### src/design/mmm_pkg.sv
// Shared types and constants for the modular matrix multiply block.
// Used by every module of the block but the RAM; depends on nothing else.
`timescale 1ns / 1ps

package mmm_pkg;

    // Largest matrix dimension held in the element stores.
    localparam int MAX_DIM = 64;
    localparam int IDX_W   = $clog2(MAX_DIM);
    localparam int DEPTH   = MAX_DIM * MAX_DIM;
    localparam int ADDR_W  = $clog2(DEPTH);
    localparam int KCNT_W  = $clog2(MAX_DIM + 1);

    // Field widths of the item and result payloads.
    localparam int OP_W    = 2;
    localparam int POS_W   = 6;
    localparam int VAL_W   = 31;
    localparam int DIM_W   = 7;
    localparam int CIDX_W  = 2;
    localparam int PROD_W  = 2 * VAL_W;
    // A full dot product of MAX_DIM products never overflows this width.
    localparam int SUM_W   = PROD_W + $clog2(MAX_DIM);
    localparam int SCNT_W  = $clog2(SUM_W + 1);

    localparam int S_TDATA_W = 48;
    localparam int M_TDATA_W = 32;

    // Operation codes.
    localparam logic [OP_W-1:0] OP_WRITE_A = 2'd0;
    localparam logic [OP_W-1:0] OP_WRITE_B = 2'd1;
    localparam logic [OP_W-1:0] OP_READ    = 2'd2;

    // Configuration register indexes.
    localparam logic [CIDX_W-1:0] CFG_ROWS_A    = 2'd0;
    localparam logic [CIDX_W-1:0] CFG_INNER_DIM = 2'd1;
    localparam logic [CIDX_W-1:0] CFG_COLS_B    = 2'd2;
    localparam logic [CIDX_W-1:0] CFG_MODULUS   = 2'd3;

    localparam logic [DIM_W-1:0] ROWS_A_RESET  = 7'd64;
    localparam logic [DIM_W-1:0] INNER_RESET   = 7'd64;
    localparam logic [DIM_W-1:0] COLS_B_RESET  = 7'd64;
    localparam logic [VAL_W-1:0] MODULUS_RESET = 31'd1000000007;

    // Control from the sequencer to the multiply-accumulate unit.
    typedef struct packed {
        logic clear;
        logic in_valid;
    } mac_ctrl_t;

    // Status from the reduction unit back to the sequencer.
    typedef struct packed {
        logic             done;
        logic [VAL_W-1:0] remainder;
    } mod_stat_t;

endpackage

### src/design/mmm_mac.sv
// Multiply-accumulate unit: one registered 31x31 product per cycle added
// into a wide sum. Depends on mmm_pkg.
`timescale 1ns / 1ps

module mmm_mac
    import mmm_pkg::*;
(
    input  logic             aclk,
    input  logic             aresetn,
    input  mac_ctrl_t        ctrl,
    input  logic [VAL_W-1:0] a_data,
    input  logic [VAL_W-1:0] b_data,
    output logic             prod_vld,
    output logic [SUM_W-1:0] acc
);

    logic [PROD_W-1:0] prod_reg;
    logic              prod_vld_reg;
    logic [SUM_W-1:0]  acc_reg;

    // Product stage, registered before the add.
    always_ff @(posedge aclk) begin
        if (!aresetn) begin
            prod_vld_reg <= 1'b0;
        end else begin
            prod_vld_reg <= ctrl.in_valid;
        end
        prod_reg <= PROD_W'(a_data) * PROD_W'(b_data);
    end

    // Accumulator stage; the sum is wide enough that no product can overflow it.
    always_ff @(posedge aclk) begin
        if (ctrl.clear) begin
            acc_reg <= '0;
        end else if (prod_vld_reg) begin
            acc_reg <= acc_reg + SUM_W'(prod_reg);
        end
    end

    assign prod_vld = prod_vld_reg;
    assign acc      = acc_reg;

endmodule

### config.mk
export PLATFORM = sky130hd
export DESIGN_NAME = mmm_mac
export DESIGN_NICKNAME = d
export VERILOG_FILES = /design/src/design/mmm_pkg.sv /design/src/design/mmm_mac.sv
export SDC_FILE = /design/constraint.sdc
export NUM_CORES = 2
export LEC_CHECK = 0
export BUFFER_PORTS_ARGS = -buffer_cell sky130_fd_sc_hd__clkbuf_2
export CAP_MARGIN = 15
export CORE_MARGIN = 10
export CORE_UTILIZATION = 66
export CTS_BUF_LIST = sky130_fd_sc_hd__clkbuf_8 sky130_fd_sc_hd__clkbuf_16
export CTS_CLUSTER_SIZE = 8
export DETAILED_ROUTE_END_ITERATION = 12
export GPL_ROUTABILITY_DRIVEN = 0
export GPL_TIMING_DRIVEN = 1
export HOLD_SLACK_MARGIN = 0.03
export PLACE_DENSITY = 0.84
export SYNTH_ARGS = -nofsm -noshare
export SYNTH_HDL_FRONTEND = slang
export SYNTH_SLANG_ARGS = --single-unit
### constraint.sdc
create_clock -name aclk -period 11.35 [get_ports aclk]
set_input_delay 2.27 -clock aclk [delete_from_list [all_inputs] [get_ports aclk]]
set_output_delay 2.27 -clock aclk [all_outputs]
set_load 0.01 [all_outputs]
==> results_dict.tcl <==
set metrics [dict create \
    clock_skew_ns 0.008102 \
    post_cts_repair_resize_count 0 \
    fraction_of_synthesis_flops_using_an_asynchronous_set_or_reset_pin 0 \
    detail_route.wl_per_cell_um 21.03 \
    drv.max_cap_violation_count 0 \
    grt_pass1_vias 32000 \
    worst_path_largest_cell_delay_ns 0.74 \
    startpoint_type "primary input" \
    setup_total_negative_slack_ns 0 \
    synth_fp_nets 5430 \
    cts-htree-levels 4 \
    ys_top_cells_by_area "fa_1 44%, ha_1 10%, and2_1 8.8%, inv_1 7.9%, dfxtp_1 6.9%" \
    totalWireLength_um 103500 \
    synthMostInstantiatedCell "fa_1" \
    synth-edff-count 0 \
    fp.dieH_um 260.1 \
    synth_top_area_frac 0.4408 \
    outcome "completed" \
    initial_antenna_violation_count 0 \
    endpoint_kind "register" \
    cpMaxStageDelayCell "fa_1" \
    number_of_distinct_library_cells_after_synthesis 77 \
    period_minus_slack_ns 9.984 \
    cts_sinks 131 \
    avgSynthCellArea_um2 9.043 \
    final-max-slew-violation-count 0 \
    synth.top_cells.by_count "838 x fa_1, 802 x inv_1, 535 x and2_1" \
    die-area_mm2 0.06767 \
    post_drt_via_cell_ratio 5.985 \
    globalRouteMet2Util 0.5374 \
    setup-violations-final 0 \
    required_ns 11.70 \
    clock_tree.root_cell "clkbuf_16" \
    timing.setup.critical_path_class "in2reg" \
    layout_worst_path_cycle_share 0.8796 \
    cts_hold_buffers 0 \
    design.core.area_mm2 0.05671 \
    timing.critical_path.fanout_max 31 \
    slew-limit-headroom 0.3044 \
    grt.met3_usage 0.05617 \
    cts.clk_slew.worst_paths_ns 0.06 \
    synth_sequential_area_ratio 0.06890 \
    worstHoldPathType "reg2reg" \
    design.portCount 135 \
    groute.usage.overall 0.3130 \
    worst-slew-pin-transition_ns 1.039 \
    grt_start_max_net_pins 64 \
    first_pass_grt_wire_length_um 167000 \
    most_heavily_used_metal_layer_in_global_routing "met2" \
    unrepaired_setup_endpoints_after_global_routing "no" \
    tritoncts "done" \
    cp.arrival_ns 10.34 \
    crit_path_frequent_cell "fa_1" \
    drtAntennaViolNets 0 \
    detailedRoute.firstIterationViolations 2378 \
    ys_ff_latch 131 \
    dp_hpwl_um 80080 \
    via_count 29450 \
    largest_register_ffs 68 \
    final-hold-violation-count 0 \
    row_count 87 \
    synth.cell_area_mm2 0.03806 \
    global_route_congestion_overflow_total 0 \
    synth_top_cell_by_area "fa_1" \
    post-cts-setup-buffers 0 \
    floorplan.initialDensity 0.6711 \
    finalNetCount 5374 \
    buffer_ports.inserted 134 \
    yosys_warnings 0 \
    total_clock_buffers_created_by_cts 17 \
    antennaDiodeCount 0 \
    floorplan.die.width_um 260.1 \
    fmax_ghz 0.1002 \
    drt_pass1_iterations 8 \
    ys_dominant_reg_cell "dfxtp_1" \
    post_route_cells_drive_above_1_share 0.05258 \
    insertion_delay_ns 0.42 \
    remaining_drc_errors 0 \
    postSynthCellCount 4209 \
    globalRouteMet1Util 0.3621 \
    area_growth_pct 4.080 \
    clk_path_buf_depth 2 \
]
-- final timing paths --
| kind | startpoint | to | slack, ns | depth (start not counted) |
|---|---|---|---|---|
| setup / recovery | a_data[13] | prod_reg[61] | 1.37 | 26 |
| hold / removal | acc[64] | acc[64] | 0.51 | 2 |
| setup reg to reg | prod_reg[0] | acc[66] | 7.48 | 14 |
| hold reg to reg | acc[64] | acc[64] | 0.51 | 2 |
-- per-layer routing --
metal	wire length [um]	up-vias
met5	0	-
met1	35680	14650
met2	50920	1626
met4	7539	0
met3	9340	540
li1	-	12640
-- cell type report --
type                            count  area (um^2)
Clock buffer                       19        452.9
Clock inverter                     12        180.2
Tap cell                          756        945.9
Timing Repair Buffer              159        858.3
Sequential cell                   131         2624
Inverter                          803         3014
Multi-Input combinational cell   3041        31540
Fill cell                        4183        17100
-- critical path: cells and delay by family --
kind	cells	cell delay, ns
buffers and inverters	5	0.75
xor gates and xnor gates	1	0.14
and+or+nand+nor	4	1.30
AOI/OAI and AO/OA	7	1.35
adders and majority gates	9	4.51
-- cells in the final DEF (no fill, tap or decap), drive strengths merged, types with 42 or more instances in the layout --
cell and count:
fa 838, inv 803, and2 535, nand2 518, ha 317, clkbuf 153, a21oi 139, dfxtp 131
nor2 117, a21o 82, xnor2 76, o21ai 74, mux2i 42
-- cells by family (layout without fill, tap and decap cells) --
family                     Yosys count  count (layout)  synth area share
adders and majority gates         1155            1155            0.5450
DFF                                131             131           0.06890
AOI/OAI and AO/OA                  434             434           0.07558
muxes                               42              42           0.01105
buffers and inverters             1037             993            0.1025
and+or+nand+nor                   1295            1295            0.1706
xor gates and xnor gates           115             115           0.02646
-- stage by stage --
stage	setup slack (ns)	instance area [um^2]	cells	util	hold WS, ns
floorplan	2.301	38060	4209	-	0.5020
global placement	1.314	38980	4890	0.6873	0.4799
detailed placement	1.174	38980	4890	0.6873	0.4951
CTS	1.588	39610	4921	0.6985	0.5070
global route	1.164	39610	4921	0.6985	0.5250
finish	1.366	39610	4921	0.6985	0.5066
Power is left out: the tool's default activity adds up to more than one toggle a clock period on the data nets, which glitch-free logic cannot reach.
