==> src/design/mmm_pkg.sv <==
// Shared types and constants for the modular matrix multiply block.
// Used by every module of the block but the RAM; depends on nothing else.
`timescale 1ns / 1ps

package mmm_pkg;

    // Largest matrix dimension held in the element stores.
    localparam int MAX_DIM = 64;
    localparam int IDX_W   = $clog2(MAX_DIM);
    localparam int DEPTH   = MAX_DIM * MAX_DIM;
    localparam int ADDR_W  = $clog2(DEPTH);
    localparam int KCNT_W  = $clog2(MAX_DIM + 1);

    // Field widths of the item and result payloads.
    localparam int OP_W    = 2;
    localparam int POS_W   = 6;
    localparam int VAL_W   = 31;
    localparam int DIM_W   = 7;
    localparam int CIDX_W  = 2;
    localparam int PROD_W  = 2 * VAL_W;
    // A full dot product of MAX_DIM products never overflows this width.
    localparam int SUM_W   = PROD_W + $clog2(MAX_DIM);
    localparam int SCNT_W  = $clog2(SUM_W + 1);

    localparam int S_TDATA_W = 48;
    localparam int M_TDATA_W = 32;

    // Operation codes.
    localparam logic [OP_W-1:0] OP_WRITE_A = 2'd0;
    localparam logic [OP_W-1:0] OP_WRITE_B = 2'd1;
    localparam logic [OP_W-1:0] OP_READ    = 2'd2;

    // Configuration register indexes.
    localparam logic [CIDX_W-1:0] CFG_ROWS_A    = 2'd0;
    localparam logic [CIDX_W-1:0] CFG_INNER_DIM = 2'd1;
    localparam logic [CIDX_W-1:0] CFG_COLS_B    = 2'd2;
    localparam logic [CIDX_W-1:0] CFG_MODULUS   = 2'd3;

    localparam logic [DIM_W-1:0] ROWS_A_RESET  = 7'd64;
    localparam logic [DIM_W-1:0] INNER_RESET   = 7'd64;
    localparam logic [DIM_W-1:0] COLS_B_RESET  = 7'd64;
    localparam logic [VAL_W-1:0] MODULUS_RESET = 31'd1000000007;

    // Control from the sequencer to the multiply-accumulate unit.
    typedef struct packed {
        logic clear;
        logic in_valid;
    } mac_ctrl_t;

    // Status from the reduction unit back to the sequencer.
    typedef struct packed {
        logic             done;
        logic [VAL_W-1:0] remainder;
    } mod_stat_t;

endpackage

==> src/design/mmm_mod.sv <==
// Bit-serial reduction unit: the wide sum modulo the configured modulus,
// one dividend bit per cycle. Depends on mmm_pkg.
`timescale 1ns / 1ps

module mmm_mod
    import mmm_pkg::*;
(
    input  logic             aclk,
    input  logic             aresetn,
    input  logic             start,
    input  logic [SUM_W-1:0] dividend,
    input  logic [VAL_W-1:0] modulus,
    output mod_stat_t        stat
);

    logic [SUM_W-1:0]  div_reg;
    logic [VAL_W-1:0]  rem_reg;
    logic [SCNT_W-1:0] cnt_reg;
    logic              busy_reg;
    logic              done_reg;
    logic [VAL_W:0]    trial;
    logic [VAL_W:0]    diff;

    // Shift the next dividend bit into the partial remainder and subtract once.
    always_comb begin
        trial = {rem_reg, div_reg[SUM_W-1]};
        diff  = trial - {1'b0, modulus};
    end

    // Control of the iteration.
    always_ff @(posedge aclk) begin
        if (!aresetn) begin
            busy_reg <= 1'b0;
            done_reg <= 1'b0;
            cnt_reg  <= '0;
        end else if (start) begin
            busy_reg <= 1'b1;
            done_reg <= 1'b0;
            cnt_reg  <= SCNT_W'(SUM_W);
        end else if (busy_reg) begin
            cnt_reg <= cnt_reg - 1'b1;
            if (cnt_reg == SCNT_W'(1)) begin
                busy_reg <= 1'b0;
                done_reg <= 1'b1;
            end
        end
    end

    // Datapath of the restoring reduction.
    always_ff @(posedge aclk) begin
        if (start) begin
            div_reg <= dividend;
            rem_reg <= '0;
        end else if (busy_reg) begin
            div_reg <= {div_reg[SUM_W-2:0], 1'b0};
            if (trial >= {1'b0, modulus}) begin
                rem_reg <= diff[VAL_W-1:0];
            end else begin
                rem_reg <= trial[VAL_W-1:0];
            end
        end
    end

    assign stat.done      = done_reg;
    assign stat.remainder = rem_reg;

    // The unit finishes only after a full pass over the dividend bits.
    a_done_after_pass: assert property (@(posedge aclk) disable iff (!aresetn)
        $rose(done_reg) |-> $past(busy_reg) && $past(cnt_reg) == SCNT_W'(1))
        else $error("reduction finished early");

    a_start_clears_done: assert property (@(posedge aclk) disable iff (!aresetn)
        start |=> !done_reg && busy_reg)
        else $error("reduction start did not restart the pass");

    a_busy_count: assert property (@(posedge aclk) disable iff (!aresetn)
        busy_reg |-> cnt_reg != '0)
        else $error("reduction busy with an empty bit count");

endmodule

==> config.mk <==
export PLATFORM = sky130hd
export DESIGN_NAME = mmm_mod
export DESIGN_NICKNAME = d
export VERILOG_FILES = /design/src/design/mmm_pkg.sv /design/src/design/mmm_mod.sv
export SDC_FILE = /design/constraint.sdc
export NUM_CORES = 1
export LEC_CHECK = 0
export BUFFER_PORTS_ARGS = -buffer_cell sky130_fd_sc_hd__buf_4
export CAP_MARGIN = 5
export CELL_PAD_IN_SITES_DETAIL_PLACEMENT = 1
export CELL_PAD_IN_SITES_GLOBAL_PLACEMENT = 1
export CORE_MARGIN = 2
export CORE_UTILIZATION = 43
export DETAILED_ROUTE_END_ITERATION = 8
export GPL_TIMING_DRIVEN = 0
export PLACE_DENSITY_LB_ADDON = 0.1
export SETUP_SLACK_MARGIN = 0.02
export SLEW_MARGIN = 20
export SYNTH_ARGS = -nofsm -noshare
export SYNTH_HDL_FRONTEND = slang
export SYNTH_SLANG_ARGS = --single-unit
==> constraint.sdc <==
create_clock -name aclk -period 3.2 [get_ports aclk]
set_input_delay 0.48 -clock aclk [delete_from_list [all_inputs] [get_ports aclk]]
set_output_delay 0.48 -clock aclk [all_outputs]
set_load 0.01 [all_outputs]
==> results.py <==
metrics = {
    "floorplanning": {
        "core_area_um2": 14500,
        "rows": 44,
        "dieArea_um2": 15800,
        "dieWidth_um": 126,
        "die_y_um": 126,
        "initial_core_util_pct": 43.9,
        "ios": 134,
    },
    "synth": {
        "ys_seq_elements": 108,
        "synth_cells": 610,
        "ys_seq_area_share_pct": 44.6,
        "synth_ff_type": "edfxtp_1",
        "syn_area_um2": 6380,
        "synth_cell_types": 64,
        "synth_area_leaders": "edfxtp_1, dfxtp_1, mux2_2, ha_1, a21oi_1",
        "yosysTopAreaCell": "edfxtp_1",
        "syn_nets": 746,
        "yosysWarnings": 0,
        "synth-edff-count": 68,
        "async_flop_share_pct": 0,
        "synth.top_cell.area_share_pct": 32.0,
        "syn_avg_cell_area_um2": 10.5,
    },
    "sta": {
        "min_period_ns": 3.09,
        "drv_slew": 0,
        "worstMarginPinSlew_ns": 0.639,
        "slew_headroom_pct": 57.1,
        "hold_viol": 0,
        "fmax_ghz": 0.324,
        "min_period_over_period_pct": 96.6,
        "setup_viol": 0,
        "finClkSkew_ns": 0.00902,
    },
    "route": {
        "drt_iter0_drc": 240,
        "routed_wl_um": 17000,
        "via_per_inst": 5.48,
        "drc": 0,
        "antenna_left": 0,
        "vias": 5202,
        "wl_per_cell_um": 17.9,
        "firstDrtPassIters": 4,
    },
    "global_route": {
        "grt_usage_pct": 22.0,
        "antenna_found_initial": 0,
        "grt_overflow": 0,
        "grt_pass1_wl_um": 28000,
        "grt_pass1_vias": 5518,
        "grt_max_degree": 57,
    },
    "worst_hold_path": {
        "hp-class": "input port to flop",
    },
    "worst_setup_path": {
        "endpoint": "rem_reg[29]",
        "setup.worst_path.start": "div_reg[67]",
        "cp.arrival_ns": 3.36,
        "cp-start-kind": "flop",
        "reg2regPathDepth": 12,
        "path_max_fanout": 8,
        "timing_worst_setup_path_type": "flop to flop",
        "regToRegEndpoint": "rem_reg[29]",
        "cp.required_ns": 3.47,
        "reg2reg_from": "div_reg[67]",
        "rrSetupSlack_ns": 0.11,
        "endpoint_kind": "flop",
    },
    "clock_tree": {
        "cts_hold_buf": 0,
        "max-clock-path-buffers": 2,
        "htree_num_levels": 3,
        "clock_sinks": 108,
        "clk_latency_ns": 0.36,
        "path_clk_slew_ns": 0.08,
        "cts_tree": "built",
        "ctsRootBufferMaster": "clkbuf_16",
        "cts_buffers": 9,
    },
    "power_and_ir_drop": {
        "powerDensity_nw_per_um2": 470,
        "ir_drop_mv": 0.340,
        "total_power_w": 0.00376,
        "p_leak_nw": 3.38,
    },
    "placement": {
        "gp_congestion": 0.847,
        "dp.final_hpwl_um": 12700,
        "portBuffers": 133,
        "dpl.cell_count": 928,
    },
    "cells_and_area": {
        "drive_above_1_share_pct": 32.7,
        "largest_register_ffs": 68,
        "syn2layout_area_growth_pct": 25.4,
        "n_fill_cell": 1595,
        "layout_commonest_cell": "buf_4",
        "layout_common_cells": "buf_4, edfxtp_1, mux2_2, nor2_1, a21oi_1",
        "diodes": 0,
        "instances_no_fill": 949,
        "design.final.nets": 896,
    },
    "status": {
        "status": "complete, no violations",
    },
    "job": {
        "max_cap_viol_count": 0,
    },
}
-- report_power, final --
| part | switching (W) | internal (W) |
|---|---|---|
| registers | 0.0000718 | 0.00164 |
| logic | 0.000497 | 0.000444 |
| clock network | 0.000562 | 0.000548 |
-- Yosys cell counts (all sizes together), types with 2 or more instances --
cell / count
o21a: 6
a21oi: 50
edfxtp: 68
o311ai: 3
o31ai: 2
inv: 42
mux2i: 5
o211ai: 8
clkbuf: 17
nand3: 9
a2111oi: 2
a31oi: 3
a21o: 9
a221oi: 2
nor3: 11
a21boi: 4
or3: 4
nor2b: 3
nor4b: 3
xnor2: 14
nand2b: 6
and2: 2
dfxtp: 40
and3: 3
xor2: 13
a211oi: 25
mux2: 67
o21ai: 23
buf: 12
nand2: 36
o211a: 6
ha: 33
nor4: 3
nor2: 55
o221ai: 3
nand4: 4
o21bai: 2
-- worst max-delay path, stage by stage (launching register included) --
cell	delay, ns
edfxtp_1	0.41
inv_1	0.06
ha_1	0.20
fa_1	0.41
nand2b_1	0.19
a21oi_2	0.21
o21ai_2	0.13
o2bb2ai_4	0.20
a221oi_4	0.35
nor2_4	0.13
buf_4	0.19
or3_1	0.36
o221ai_1	0.17
-- cell families after synthesis --
| logic type | share of synthesized area (%) |
|---|---|
| compound gates | 17.3 |
| simple gates | 10.5 |
| flops | 44.6 |
| mux | 12.6 |
| buf+inv | 4.55 |
| fa+ha+maj | 6.79 |
| xor+xnor | 3.71 |
-- timing repair --
| action | 4_1_cts | 5_1_grt |
|---|---|---|
| endpoints found under the setup margin | 0 | 26 |
| hold endpoints to repair | 0 | 0 |
| resized for setup | 0 | 5 |
| buffers inserted | 0 | 5 |
-- metal layers --
metal	wire length, µm	share of wire [%]	vias to the layer above	GRT usage, %
li1	-	-	2549	-
met1	7110	42	2501	26.5
met2	8350	49	124	37.0
met3	1180	6.9	28	6.88
met4	371	2.2	0	7.95
met5	0	0	-	0
-- worst min-delay path by stage --
stage / start / endpoint / slack [ns] / depth (start not counted)
2_1_floorplan: done_reg / done_reg / 0.43 / 2
3_3_place_gp: done_reg / done_reg / 0.44 / 2
3_5_place_dp: done_reg / done_reg / 0.47 / 2
4_1_cts: aresetn / busy_reg / 0.37 / 2
5_1_grt: aresetn / busy_reg / 0.38 / 2
6_report: aresetn / busy_reg / 0.37 / 2
-- stage by stage --
step | hold slack [ns] | utilization, % | cell area (µm²) | setup slack, ns | TNS (ns)
2_1_floorplan | 0.426 | - | 6380 | 0.429 | 0
3_3_place_gp | 0.444 | 52.4 | 7610 | -0.523 | -35.39
3_5_place_dp | 0.468 | 52.6 | 7640 | -0.0837 | -0.745
4_1_cts | 0.370 | 54.6 | 7940 | 0.0335 | 0
5_1_grt | 0.377 | 55.1 | 8000 | -0.0475 | -0.0939
6_report | 0.375 | 55.1 | 8000 | 0.110 | 0
-- area by class of cell --
class | instances | area [µm²] | share of cell area (%)
Timing Repair Buffer | 139 | 1060 | 13.3
Tap cell | 184 | 230 | 2.88
Clock inverter | 7 | 67.6 | 0.844
Multi-Input combinational cell | 431 | 3280 | 41.0
Clock buffer | 9 | 225 | 2.81
Buffer | 29 | 135 | 1.69
Sequential cell | 108 | 2840 | 35.5
Inverter | 42 | 158 | 1.97
Power figures use the tool's default switching activity.
